<file path="src/hw/rtl/tsfs_pkg.sv">
// Package with the types and constants of the touch sample filter and scale unit.
`default_nettype none

package tsfs_pkg;

   localparam int SampleW    = 12;
   localparam int PressureW  = 13;
   localparam int IntervalW  = 8;
   localparam int TimeW      = 32;
   localparam int XPosW      = 9;
   localparam int YPosW      = 8;

   typedef logic [SampleW-1:0]   sample_type;
   typedef logic [PressureW-1:0] pressure_type;
   typedef logic [TimeW-1:0]     time_type;
   typedef logic [XPosW-1:0]     x_pos_type;
   typedef logic [YPosW-1:0]     y_pos_type;

   typedef enum logic [1:0] {
      CSR_PRESSURE_THRESHOLD = 2'd0,
      CSR_MIN_INTERVAL_MS    = 2'd1,
      CSR_USE_PEN_IRQ        = 2'd2,
      CSR_ROTATE             = 2'd3
   } csr_index_type;

   localparam pressure_type        PRESSURE_THRESHOLD_RESET = 13'd400;
   localparam logic [IntervalW-1:0] MIN_INTERVAL_RESET      = 8'd3;
   localparam time_type            LAST_TOUCH_RESET         = 32'h8000_0000;
   localparam pressure_type        Z_OFFSET                 = 13'd4095;

   localparam sample_type X_IN_LO = 12'd230;
   localparam sample_type Y_IN_LO = 12'd230;
   localparam x_pos_type  X_SPAN  = 9'd320;
   localparam y_pos_type  Y_SPAN  = 8'd240;
   localparam x_pos_type  X_MAX   = 9'd319;
   localparam y_pos_type  Y_MAX   = 8'd239;

   // The X scale 320 / (3670 - 230) reduces to 4 / 43, the Y scale 240 / (3800 - 230)
   // to 8 / 119. Both divisions are done by a rounded-up reciprocal, exact over the
   // whole range of the numerators.
   localparam int XNumW   = SampleW + 2;
   localparam int YNumW   = SampleW + 3;
   localparam int XRecipW = 15;
   localparam int YRecipW = 16;
   localparam int XShift  = 20;
   localparam int YShift  = 22;
   localparam logic [XRecipW-1:0] X_RECIP = 15'd24386;
   localparam logic [YRecipW-1:0] Y_RECIP = 16'd35247;

endpackage

`default_nettype wire

</file>
<file path="src/hw/rtl/tsfs_if.sv">
// Request and response channel interfaces of the touch sample filter and scale unit.
`default_nettype none

interface tsfs_req_if import tsfs_pkg::*; ();
   logic       valid;
   logic       ready;
   sample_type pressure_first;
   sample_type pressure_second;
   sample_type x_sample_a;
   sample_type x_sample_b;
   sample_type x_sample_c;
   sample_type y_sample_a;
   sample_type y_sample_b;
   sample_type y_sample_c;
   time_type   time_ms;
   logic       pen_irq;

   modport source (
      output valid, pressure_first, pressure_second, x_sample_a, x_sample_b, x_sample_c,
             y_sample_a, y_sample_b, y_sample_c, time_ms, pen_irq,
      input  ready
   );
   modport sink (
      input  valid, pressure_first, pressure_second, x_sample_a, x_sample_b, x_sample_c,
             y_sample_a, y_sample_b, y_sample_c, time_ms, pen_irq,
      output ready
   );
endinterface

interface tsfs_rsp_if import tsfs_pkg::*; ();
   logic         valid;
   logic         ready;
   x_pos_type    x_pos;
   y_pos_type    y_pos;
   pressure_type pressure;
   logic         touched;
   logic         sampled;

   modport source (
      output valid, x_pos, y_pos, pressure, touched, sampled,
      input  ready
   );
   modport sink (
      input  valid, x_pos, y_pos, pressure, touched, sampled,
      output ready
   );
endinterface

`default_nettype wire

</file>
<file path="src/hw/rtl/touch_sample_filter_and_scale_unit.sv">
// Top level of the touch sample filter and scale unit.
// Takes one conversion set per clock cycle while the response side is not stalled, and
// returns one result beat for each from the result register. The set is first
// captured in an input register; the gating, pressure check, closest-two filtering and
// screen mapping then run in a single combinational pass into the result register,
// which also updates the held state. A stalled result holds the result register, and
// the input register still takes one more beat behind it.
`default_nettype none

module touch_sample_filter_and_scale_unit import tsfs_pkg::*; (
   input  logic                 clock,
   input  logic                 reset,
   tsfs_req_if.sink             req_chan,
   tsfs_rsp_if.source           rsp_chan,
   input  logic                 csr_wr_en,
   input  csr_index_type        csr_index,
   input  logic [PressureW-1:0] csr_wr_data
);

   typedef struct packed {
      sample_type pressure_first;
      sample_type pressure_second;
      sample_type x_sample_a;
      sample_type x_sample_b;
      sample_type x_sample_c;
      sample_type y_sample_a;
      sample_type y_sample_b;
      sample_type y_sample_c;
      time_type   time_ms;
      logic       pen_irq;
   } item_type;

   typedef struct packed {
      pressure_type         pressure_threshold;
      logic [IntervalW-1:0] min_interval_ms;
      logic                 use_pen_irq;
      logic                 rotate;
   } cfg_type;

   typedef struct packed {
      x_pos_type    held_x;
      y_pos_type    held_y;
      pressure_type held_pressure;
      time_type     last_touch_ms;
      logic         awake;
   } state_type;

   typedef struct packed {
      x_pos_type    x_pos;
      y_pos_type    y_pos;
      pressure_type pressure;
      logic         touched;
      logic         sampled;
   } result_type;

   item_type   item_ff,      item_in;
   logic       in_valid_ff,  in_valid_in;
   result_type rsp_ff,       rsp_in;
   logic       out_valid_ff, out_valid_in;
   cfg_type    cfg_ff,       cfg_in;
   state_type  state_ff,     state_in;

   logic         advance;
   logic         fire;
   logic         awake_now;
   logic         evaluate;
   logic         release_seen;
   time_type     elapsed;
   pressure_type pressure_now;
   sample_type   x_mean;
   sample_type   y_mean;
   x_pos_type    x_mapped;
   y_pos_type    y_mapped;

   tsfs_mean3 u_x_mean (
      .sample_a (item_ff.x_sample_a),
      .sample_b (item_ff.x_sample_b),
      .sample_c (item_ff.x_sample_c),
      .mean     (x_mean)
   );

   tsfs_mean3 u_y_mean (
      .sample_a (item_ff.y_sample_a),
      .sample_b (item_ff.y_sample_b),
      .sample_c (item_ff.y_sample_c),
      .mean     (y_mean)
   );

   tsfs_scale u_scale (
      .x_mean (x_mean),
      .y_mean (y_mean),
      .x_pos  (x_mapped),
      .y_pos  (y_mapped)
   );

   always_comb begin
      advance        = !out_valid_ff || rsp_chan.ready;
      fire           = in_valid_ff && advance;
      req_chan.ready = !in_valid_ff || advance;

      in_valid_in = in_valid_ff;
      item_in     = item_ff;
      if (req_chan.ready) begin
         in_valid_in = req_chan.valid;
         item_in     = '{
            pressure_first:  req_chan.pressure_first,
            pressure_second: req_chan.pressure_second,
            x_sample_a:      req_chan.x_sample_a,
            x_sample_b:      req_chan.x_sample_b,
            x_sample_c:      req_chan.x_sample_c,
            y_sample_a:      req_chan.y_sample_a,
            y_sample_b:      req_chan.y_sample_b,
            y_sample_c:      req_chan.y_sample_c,
            time_ms:         req_chan.time_ms,
            pen_irq:         req_chan.pen_irq
         };
      end

      cfg_in = cfg_ff;
      if (csr_wr_en) begin
         case (csr_index)
            CSR_PRESSURE_THRESHOLD: begin
               cfg_in.pressure_threshold = csr_wr_data;
            end
            CSR_MIN_INTERVAL_MS: begin
               cfg_in.min_interval_ms = csr_wr_data[IntervalW-1:0];
            end
            CSR_USE_PEN_IRQ: begin
               cfg_in.use_pen_irq = csr_wr_data[0];
            end
            CSR_ROTATE: begin
               cfg_in.rotate = csr_wr_data[0];
            end
            default: begin
               cfg_in = cfg_ff;
            end
         endcase
      end

      awake_now    = item_ff.pen_irq || !cfg_ff.use_pen_irq || state_ff.awake;
      elapsed      = item_ff.time_ms - state_ff.last_touch_ms;
      evaluate     = awake_now && (elapsed >= TimeW'(cfg_ff.min_interval_ms));
      pressure_now = {1'b0, item_ff.pressure_first} + Z_OFFSET
                     - {1'b0, item_ff.pressure_second};
      release_seen = pressure_now < cfg_ff.pressure_threshold;

      state_in       = state_ff;
      state_in.awake = awake_now;
      if (evaluate) begin
         if (release_seen) begin
            state_in.held_pressure = '0;
            if (cfg_ff.use_pen_irq) begin
               state_in.awake = 1'b0;
            end
         end else begin
            state_in.held_pressure = pressure_now;
            state_in.last_touch_ms = item_ff.time_ms;
            state_in.held_x        = x_mapped;
            state_in.held_y        = y_mapped;
         end
      end

      rsp_in.x_pos    = cfg_ff.rotate ? X_SPAN - state_in.held_x : state_in.held_x;
      rsp_in.y_pos    = cfg_ff.rotate ? Y_SPAN - state_in.held_y : state_in.held_y;
      rsp_in.pressure = state_in.held_pressure;
      rsp_in.touched  = state_in.held_pressure >= cfg_ff.pressure_threshold;
      rsp_in.sampled  = evaluate;

      if (!fire) begin
         state_in = state_ff;
         rsp_in   = rsp_ff;
      end

      out_valid_in = advance ? in_valid_ff : out_valid_ff;

      rsp_chan.valid    = out_valid_ff;
      rsp_chan.x_pos    = rsp_ff.x_pos;
      rsp_chan.y_pos    = rsp_ff.y_pos;
      rsp_chan.pressure = rsp_ff.pressure;
      rsp_chan.touched  = rsp_ff.touched;
      rsp_chan.sampled  = rsp_ff.sampled;
   end

   always_ff @(posedge clock) begin
      if (reset) begin
         in_valid_ff  <= 1'b0;
         out_valid_ff <= 1'b0;
         cfg_ff       <= '{
            pressure_threshold: PRESSURE_THRESHOLD_RESET,
            min_interval_ms:    MIN_INTERVAL_RESET,
            use_pen_irq:        1'b0,
            rotate:             1'b0
         };
         state_ff     <= '{
            held_x:        '0,
            held_y:        '0,
            held_pressure: '0,
            last_touch_ms: LAST_TOUCH_RESET,
            awake:         1'b1
         };
      end else begin
         in_valid_ff  <= in_valid_in;
         out_valid_ff <= out_valid_in;
         cfg_ff       <= cfg_in;
         state_ff     <= state_in;
      end
      item_ff <= item_in;
      rsp_ff  <= rsp_in;
   end

endmodule

`default_nettype wire

</file>
<file path="src/hw/rtl/tsfs_mean3.sv">
// Mean of the closest two of three position samples.
`default_nettype none

module tsfs_mean3 import tsfs_pkg::*; (
   input  sample_type sample_a,
   input  sample_type sample_b,
   input  sample_type sample_c,
   output sample_type mean
);

   sample_type         diff_ab;
   sample_type         diff_ac;
   sample_type         diff_bc;
   logic [SampleW:0]   pair_sum;

   always_comb begin
      diff_ab = (sample_a > sample_b) ? sample_a - sample_b : sample_b - sample_a;
      diff_ac = (sample_a > sample_c) ? sample_a - sample_c : sample_c - sample_a;
      diff_bc = (sample_b > sample_c) ? sample_b - sample_c : sample_c - sample_b;
      // Ties go to the earlier pair in the order ab, ac, bc.
      if (diff_ab <= diff_ac && diff_ab <= diff_bc) begin
         pair_sum = {1'b0, sample_a} + {1'b0, sample_b};
      end else if (diff_ac <= diff_bc) begin
         pair_sum = {1'b0, sample_a} + {1'b0, sample_c};
      end else begin
         pair_sum = {1'b0, sample_b} + {1'b0, sample_c};
      end
      mean = pair_sum[SampleW:1];
   end

endmodule

`default_nettype wire

</file>
<file path="src/hw/rtl/tsfs_scale.sv">
// Linear mapping of the filtered X and Y readings to clamped screen coordinates.
`default_nettype none

module tsfs_scale import tsfs_pkg::*; (
   input  sample_type x_mean,
   input  sample_type y_mean,
   output x_pos_type  x_pos,
   output y_pos_type  y_pos
);

   localparam int XProdW = XNumW + XRecipW;
   localparam int YProdW = YNumW + YRecipW;

   sample_type          x_off;
   sample_type          y_off;
   logic [XNumW-1:0]    x_num;
   logic [YNumW-1:0]    y_num;
   logic [XProdW-1:0]   x_prod;
   logic [YProdW-1:0]   y_prod;
   x_pos_type           x_quot;
   logic [XPosW-1:0]    y_quot;

   always_comb begin
      x_off  = x_mean - X_IN_LO;
      y_off  = y_mean - Y_IN_LO;
      x_num  = {x_off, 2'b00};
      y_num  = {y_off, 3'b000};
      x_prod = XProdW'(x_num) * XProdW'(X_RECIP);
      y_prod = YProdW'(y_num) * YProdW'(Y_RECIP);
      x_quot = x_prod[XProdW-1:XShift];
      y_quot = y_prod[YProdW-1:YShift];

      if (x_mean < X_IN_LO) begin
         x_pos = '0;
      end else if (x_quot > X_MAX) begin
         x_pos = X_MAX;
      end else begin
         x_pos = x_quot;
      end

      // The Y axis runs downwards from the span, so readings below the low end clamp to
      // the largest row, Y_MAX.
      if (y_mean < Y_IN_LO || y_quot == '0) begin
         y_pos = Y_MAX;
      end else if (y_quot >= {1'b0, Y_SPAN}) begin
         y_pos = '0;
      end else begin
         y_pos = Y_SPAN - y_quot[YPosW-1:0];
      end
   end

endmodule

`default_nettype wire

</file>
<file path="src/flat_wrapper.sv">
// flat-port wrapper written by rule: the top's interface ports become plain ports
module touch_sample_filter_and_scale_unit_flat import tsfs_pkg::*;
  (clock, reset, csr_wr_en, csr_index, csr_wr_data, req_chan_valid, req_chan_pressure_first, req_chan_pressure_second, req_chan_x_sample_a, req_chan_x_sample_b, req_chan_x_sample_c, req_chan_y_sample_a, req_chan_y_sample_b, req_chan_y_sample_c, req_chan_time_ms, req_chan_pen_irq, req_chan_ready, rsp_chan_valid, rsp_chan_x_pos, rsp_chan_y_pos, rsp_chan_pressure, rsp_chan_touched, rsp_chan_sampled, rsp_chan_ready);
  tsfs_req_if req_chan_i ();
  tsfs_rsp_if rsp_chan_i ();
  input  logic clock;
  input  logic reset;
  input  logic csr_wr_en;
  input  csr_index_type csr_index;
  input  logic [PressureW-1:0] csr_wr_data;
  input wire logic [$bits(req_chan_i.valid)-1:0] req_chan_valid;
  input wire logic [$bits(req_chan_i.pressure_first)-1:0] req_chan_pressure_first;
  input wire logic [$bits(req_chan_i.pressure_second)-1:0] req_chan_pressure_second;
  input wire logic [$bits(req_chan_i.x_sample_a)-1:0] req_chan_x_sample_a;
  input wire logic [$bits(req_chan_i.x_sample_b)-1:0] req_chan_x_sample_b;
  input wire logic [$bits(req_chan_i.x_sample_c)-1:0] req_chan_x_sample_c;
  input wire logic [$bits(req_chan_i.y_sample_a)-1:0] req_chan_y_sample_a;
  input wire logic [$bits(req_chan_i.y_sample_b)-1:0] req_chan_y_sample_b;
  input wire logic [$bits(req_chan_i.y_sample_c)-1:0] req_chan_y_sample_c;
  input wire logic [$bits(req_chan_i.time_ms)-1:0] req_chan_time_ms;
  input wire logic [$bits(req_chan_i.pen_irq)-1:0] req_chan_pen_irq;
  output wire logic [$bits(req_chan_i.ready)-1:0] req_chan_ready;
  output wire logic [$bits(rsp_chan_i.valid)-1:0] rsp_chan_valid;
  output wire logic [$bits(rsp_chan_i.x_pos)-1:0] rsp_chan_x_pos;
  output wire logic [$bits(rsp_chan_i.y_pos)-1:0] rsp_chan_y_pos;
  output wire logic [$bits(rsp_chan_i.pressure)-1:0] rsp_chan_pressure;
  output wire logic [$bits(rsp_chan_i.touched)-1:0] rsp_chan_touched;
  output wire logic [$bits(rsp_chan_i.sampled)-1:0] rsp_chan_sampled;
  input wire logic [$bits(rsp_chan_i.ready)-1:0] rsp_chan_ready;
  assign req_chan_i.valid = req_chan_valid;
  assign req_chan_i.pressure_first = req_chan_pressure_first;
  assign req_chan_i.pressure_second = req_chan_pressure_second;
  assign req_chan_i.x_sample_a = req_chan_x_sample_a;
  assign req_chan_i.x_sample_b = req_chan_x_sample_b;
  assign req_chan_i.x_sample_c = req_chan_x_sample_c;
  assign req_chan_i.y_sample_a = req_chan_y_sample_a;
  assign req_chan_i.y_sample_b = req_chan_y_sample_b;
  assign req_chan_i.y_sample_c = req_chan_y_sample_c;
  assign req_chan_i.time_ms = req_chan_time_ms;
  assign req_chan_i.pen_irq = req_chan_pen_irq;
  assign req_chan_ready = req_chan_i.ready;
  assign rsp_chan_valid = rsp_chan_i.valid;
  assign rsp_chan_x_pos = rsp_chan_i.x_pos;
  assign rsp_chan_y_pos = rsp_chan_i.y_pos;
  assign rsp_chan_pressure = rsp_chan_i.pressure;
  assign rsp_chan_touched = rsp_chan_i.touched;
  assign rsp_chan_sampled = rsp_chan_i.sampled;
  assign rsp_chan_i.ready = rsp_chan_ready;
  touch_sample_filter_and_scale_unit u_core (.clock(clock), .reset(reset), .req_chan(req_chan_i), .rsp_chan(rsp_chan_i), .csr_wr_en(csr_wr_en), .csr_index(csr_index), .csr_wr_data(csr_wr_data));
endmodule
</file>
<file path="config.mk">
export PLATFORM = sky130hd
export DESIGN_NAME = touch_sample_filter_and_scale_unit_flat
export DESIGN_NICKNAME = d
export VERILOG_FILES = /design/src/hw/rtl/tsfs_pkg.sv /design/src/hw/rtl/tsfs_if.sv /design/src/hw/rtl/touch_sample_filter_and_scale_unit.sv /design/src/hw/rtl/tsfs_mean3.sv /design/src/hw/rtl/tsfs_scale.sv /design/src/flat_wrapper.sv
export SDC_FILE = /design/constraint.sdc
export NUM_CORES = 1
export LEC_CHECK = 0
export BUFFER_PORTS_ARGS = -buffer_cell sky130_fd_sc_hd__buf_4
export CORE_MARGIN = 2
export CORE_UTILIZATION = 55
export DETAILED_ROUTE_END_ITERATION = 12
export PLACE_DENSITY = 0.71
export SLEW_MARGIN = 20
export SYNTH_ARGS = -nofsm -noshare
export SYNTH_HDL_FRONTEND = slang
export SYNTH_SLANG_ARGS = --single-unit
</file>
<file path="constraint.sdc">
create_clock -name clock -period 21 [get_ports clock]
set_input_delay 5.25 -clock clock [delete_from_list [all_inputs] [get_ports clock]]
set_output_delay 5.25 -clock clock [all_outputs]
set_load 0.02 [all_outputs]
</file>
==> impl_metrics.yaml <==
synth:
  synth.most_common_cell: "ha_1"
  synthAdderAreaFrac_pct: 28.8
  dominantRegCellSynth: "edfxtp_1"
  synthMuxAreaShare_pct: 3.13
  synthSimpleGateAreaFrac_pct: 12.3
  synthTopCellsByArea: "ha_1 (21%), edfxtp_1 (17%), fa_1 (7.8%)"
  yosys.area.top_type_share_pct: 21.0
  syn_nets: 4056
  synthesis.area_um2: 29000
  yosysTopAreaCell: "ha_1"
  synth_seq_area_share_pct: 22.7
  synthDistinctLibCells: 103
  syn_inst: 3307
  synth-edff-count: 161
  synth_top_family_by_area: "adder cells"
  netlist_top_cells_count: "ha_1 (487), inv_1 (431), a21oi_1 (270)"
  synthArstFlopShare_pct: 0
  synth_xor_area_share_pct: 4.67
  ys_seq_elements: 249
  yosys_warnings: 0
  syn_area_per_cell_um2: 8.78
  synth-compound-area-share_pct: 21.3
clock_tree:
  cts_sinks: 249
  cts_tree: "done"
  postCtsSetupBuffers: 0
  clk_pin_slew_worst_paths_ns: 0.06
  cts.path.max_buffers: 3
  insertion_delay_ns: 0.61
  cts_root_buf: "clkbuf_16"
  cts_made_buffers: 29
  htreeDepth: 1
  ctsResizeCount: 0
  hold_buffers: 0
layout:
  nNetsFinal: 4192
  area_growth_syn_to_layout_pct: 10.5
  final_util_pct: 61.3
  drive_gt1_share_pct: 9.26
  antenna-diode-count: 0
placement:
  gp_congestion: 0.949
  port_buffers: 182
  dp_hpwl_um: 65200
global_routing:
  use_met3_pct: 2.88
  grt_overflow: 0
  grt_pass1_wl_um: 126000
  antenna_found_initial: 1
  grt_pass1_vias: 24100
  grt-busiest-layer: "met2"
  use_met1_pct: 38.5
  grt_use_met2_pct: 50.1
  grt_max_degree: 89
  grt_util_all_layers_pct: 28.7
status:
  status: "finished, final reports clean"
setup_path:
  timing_worst_setup_path_type: "register to register"
  slowest_stage: "o31ai_1"
  regToRegStartpoint: "u_core.item_ff[34]"
  r2r_slack_ns: 2.46
  required_ns: 21.32
  start_kind: "register"
  r2r-end: "u_core.rsp_chan.y_pos[6]"
  cp_top_family: "compound AO/OA/AOI/OAI gates"
  path_common_cell: "inv_1"
  end_kind: "register"
  worstPathArrival_ns: 18.87
  cpPeakStageDelay_ns: 0.78
  crit_buf_inv: 8
  crit_fanout: 22
  reg2reg_depth: 65
route:
  via_count: 24500
  vias_per_cell: 5.89
  drt-initial-drc-count: 1827
  wirelength_um: 79300
  firstDrtPassIters: 6
  post_drt_wl_per_cell_um: 19.1
  drc: 0
  ant_nets: 0
min_path:
  worstHoldStart: "u_core.state_ff[16]"
  hold_depth: 2
  hold_path_end: "u_core.state_ff[16]"
  hold_path.class: "register to register"
die:
  row_count: 84
  ios: 183
  initial_core_util_pct: 55.5
  die_y_um: 234
  die_area_um2: 54700
  dieWidth_um: 234
  core_area_um2: 52300
sta:
  period_share_pct: 88.3
  grt_setup_unrepaired: "false"
  fmax_ghz: 0.0539
  finalClockSkew_ns: 0.0356
  hold_violations: 0
  period_needed_ns: 18.54
  maxSlewViolCount: 0
  max_slew_margin_pct: 22.6
  final-setup-viol-count: 0
  setup_tns_ns: 0
  worstMarginPinSlew_ns: 1.15
run:
  cap_violations: 0
[state kept, by name, summed over array words and instances (netlist names)]
name                      cells
u_core.rsp_chan.sampled       1
u_core.state_ff              63
u_core.rsp_chan.y_pos         8
u_core.in_valid_ff            1
u_core.item_ff              129
u_core.cfg_ff                23
u_core.rsp_chan.x_pos         9
u_core.rsp_chan.touched       1
u_core.rsp_chan.pressure     13
u_core.rsp_chan.valid         1
[metal layers]
layer | part of all wire (%) | routed length, um | up-vias
met5 | 0 | 0 | -
met4 | 2.1 | 1690 | 0
met3 | 5.0 | 3940 | 93
met1 | 45 | 35400 | 11700
met2 | 48 | 38300 | 661
li1 | - | - | 12000
[area by class of cell]
cell class / count / area, um2
Multi-Input combinational cell: 2525 / 20400
Fill cell: 4584 / 20300
Sequential cell: 249 / 6600
Inverter: 436 / 1640
Timing Repair Buffer: 202 / 1520
Clock buffer: 42 / 921
Tap cell: 688 / 861
Clock inverter: 12 / 141
[kinds of logic (layout without fill, tap and decap cells)]
| family | after synthesis | after routing |
|---|---|---|
| compound gates | 935 | 935 |
| xor+xnor | 154 | 154 |
| fa+ha+maj | 601 | 601 |
| buf+inv | 533 | 692 |
| flops | 249 | 249 |
| mux | 88 | 88 |
| simple gates | 747 | 747 |
[worst register-to-register path: cells and delay by family (launching register included)]
family / cells / cell delay [ns]
buffers and inverters: 8 / 0.98
and+or+nand+nor: 13 / 3.44
DFF: 1 / 0.58
xor gates and xnor gates: 3 / 0.90
AOI/OAI and AO/OA: 28 / 7.33
adders and majority gates: 12 / 4.65
muxes: 1 / 0.42
[through the flow]
step	hold slack (ns)	instance area, um2	worst slack (ns)	std cells
3_5_place_dp	0.447	31000	2.73	4100
6_report	0.454	32100	2.46	4154
4_1_cts	0.456	32100	2.63	4154
3_3_place_gp	0.439	31000	3.22	4100
5_1_grt	0.476	32100	0.913	4154
2_1_floorplan	0.432	29000	5.39	3307
[worst max path at each step]
stage	cells after the start	slack [ns]	start	endpoint
detailed placement	62	2.73	u_core.item_ff[34]	u_core.rsp_chan.y_pos[7]
CTS	65	2.63	u_core.item_ff[34]	u_core.rsp_chan.y_pos[6]
finish	65	2.46	u_core.item_ff[34]	u_core.rsp_chan.y_pos[6]
global route	65	0.91	u_core.item_ff[34]	u_core.rsp_chan.y_pos[6]
global placement	62	3.22	u_core.item_ff[34]	u_core.rsp_chan.y_pos[7]
floorplan	68	5.39	u_core.item_ff[34]	u_core.rsp_chan.y_pos[6]
[layout by cell type (no fill, tap or decap), types with 37 or more instances in the layout]
cell / instances
a21o_1: 139
a21oi_1: 270
buf_4: 202
dfxtp_1: 88
edfxtp_1: 161
fa_1: 113
ha_1: 487
inv_1: 431
mux2i_1: 65
nand2_1: 253
nand3_1: 51
nand4_1: 46
nor2_1: 177
nor3_1: 43
o21ai_0: 159
o21bai_1: 37
xnor2_1: 97
xor2_1: 56
Power is not shown: default switching activity piles up to over one toggle a cycle in this logic, so the estimate is an artifact.
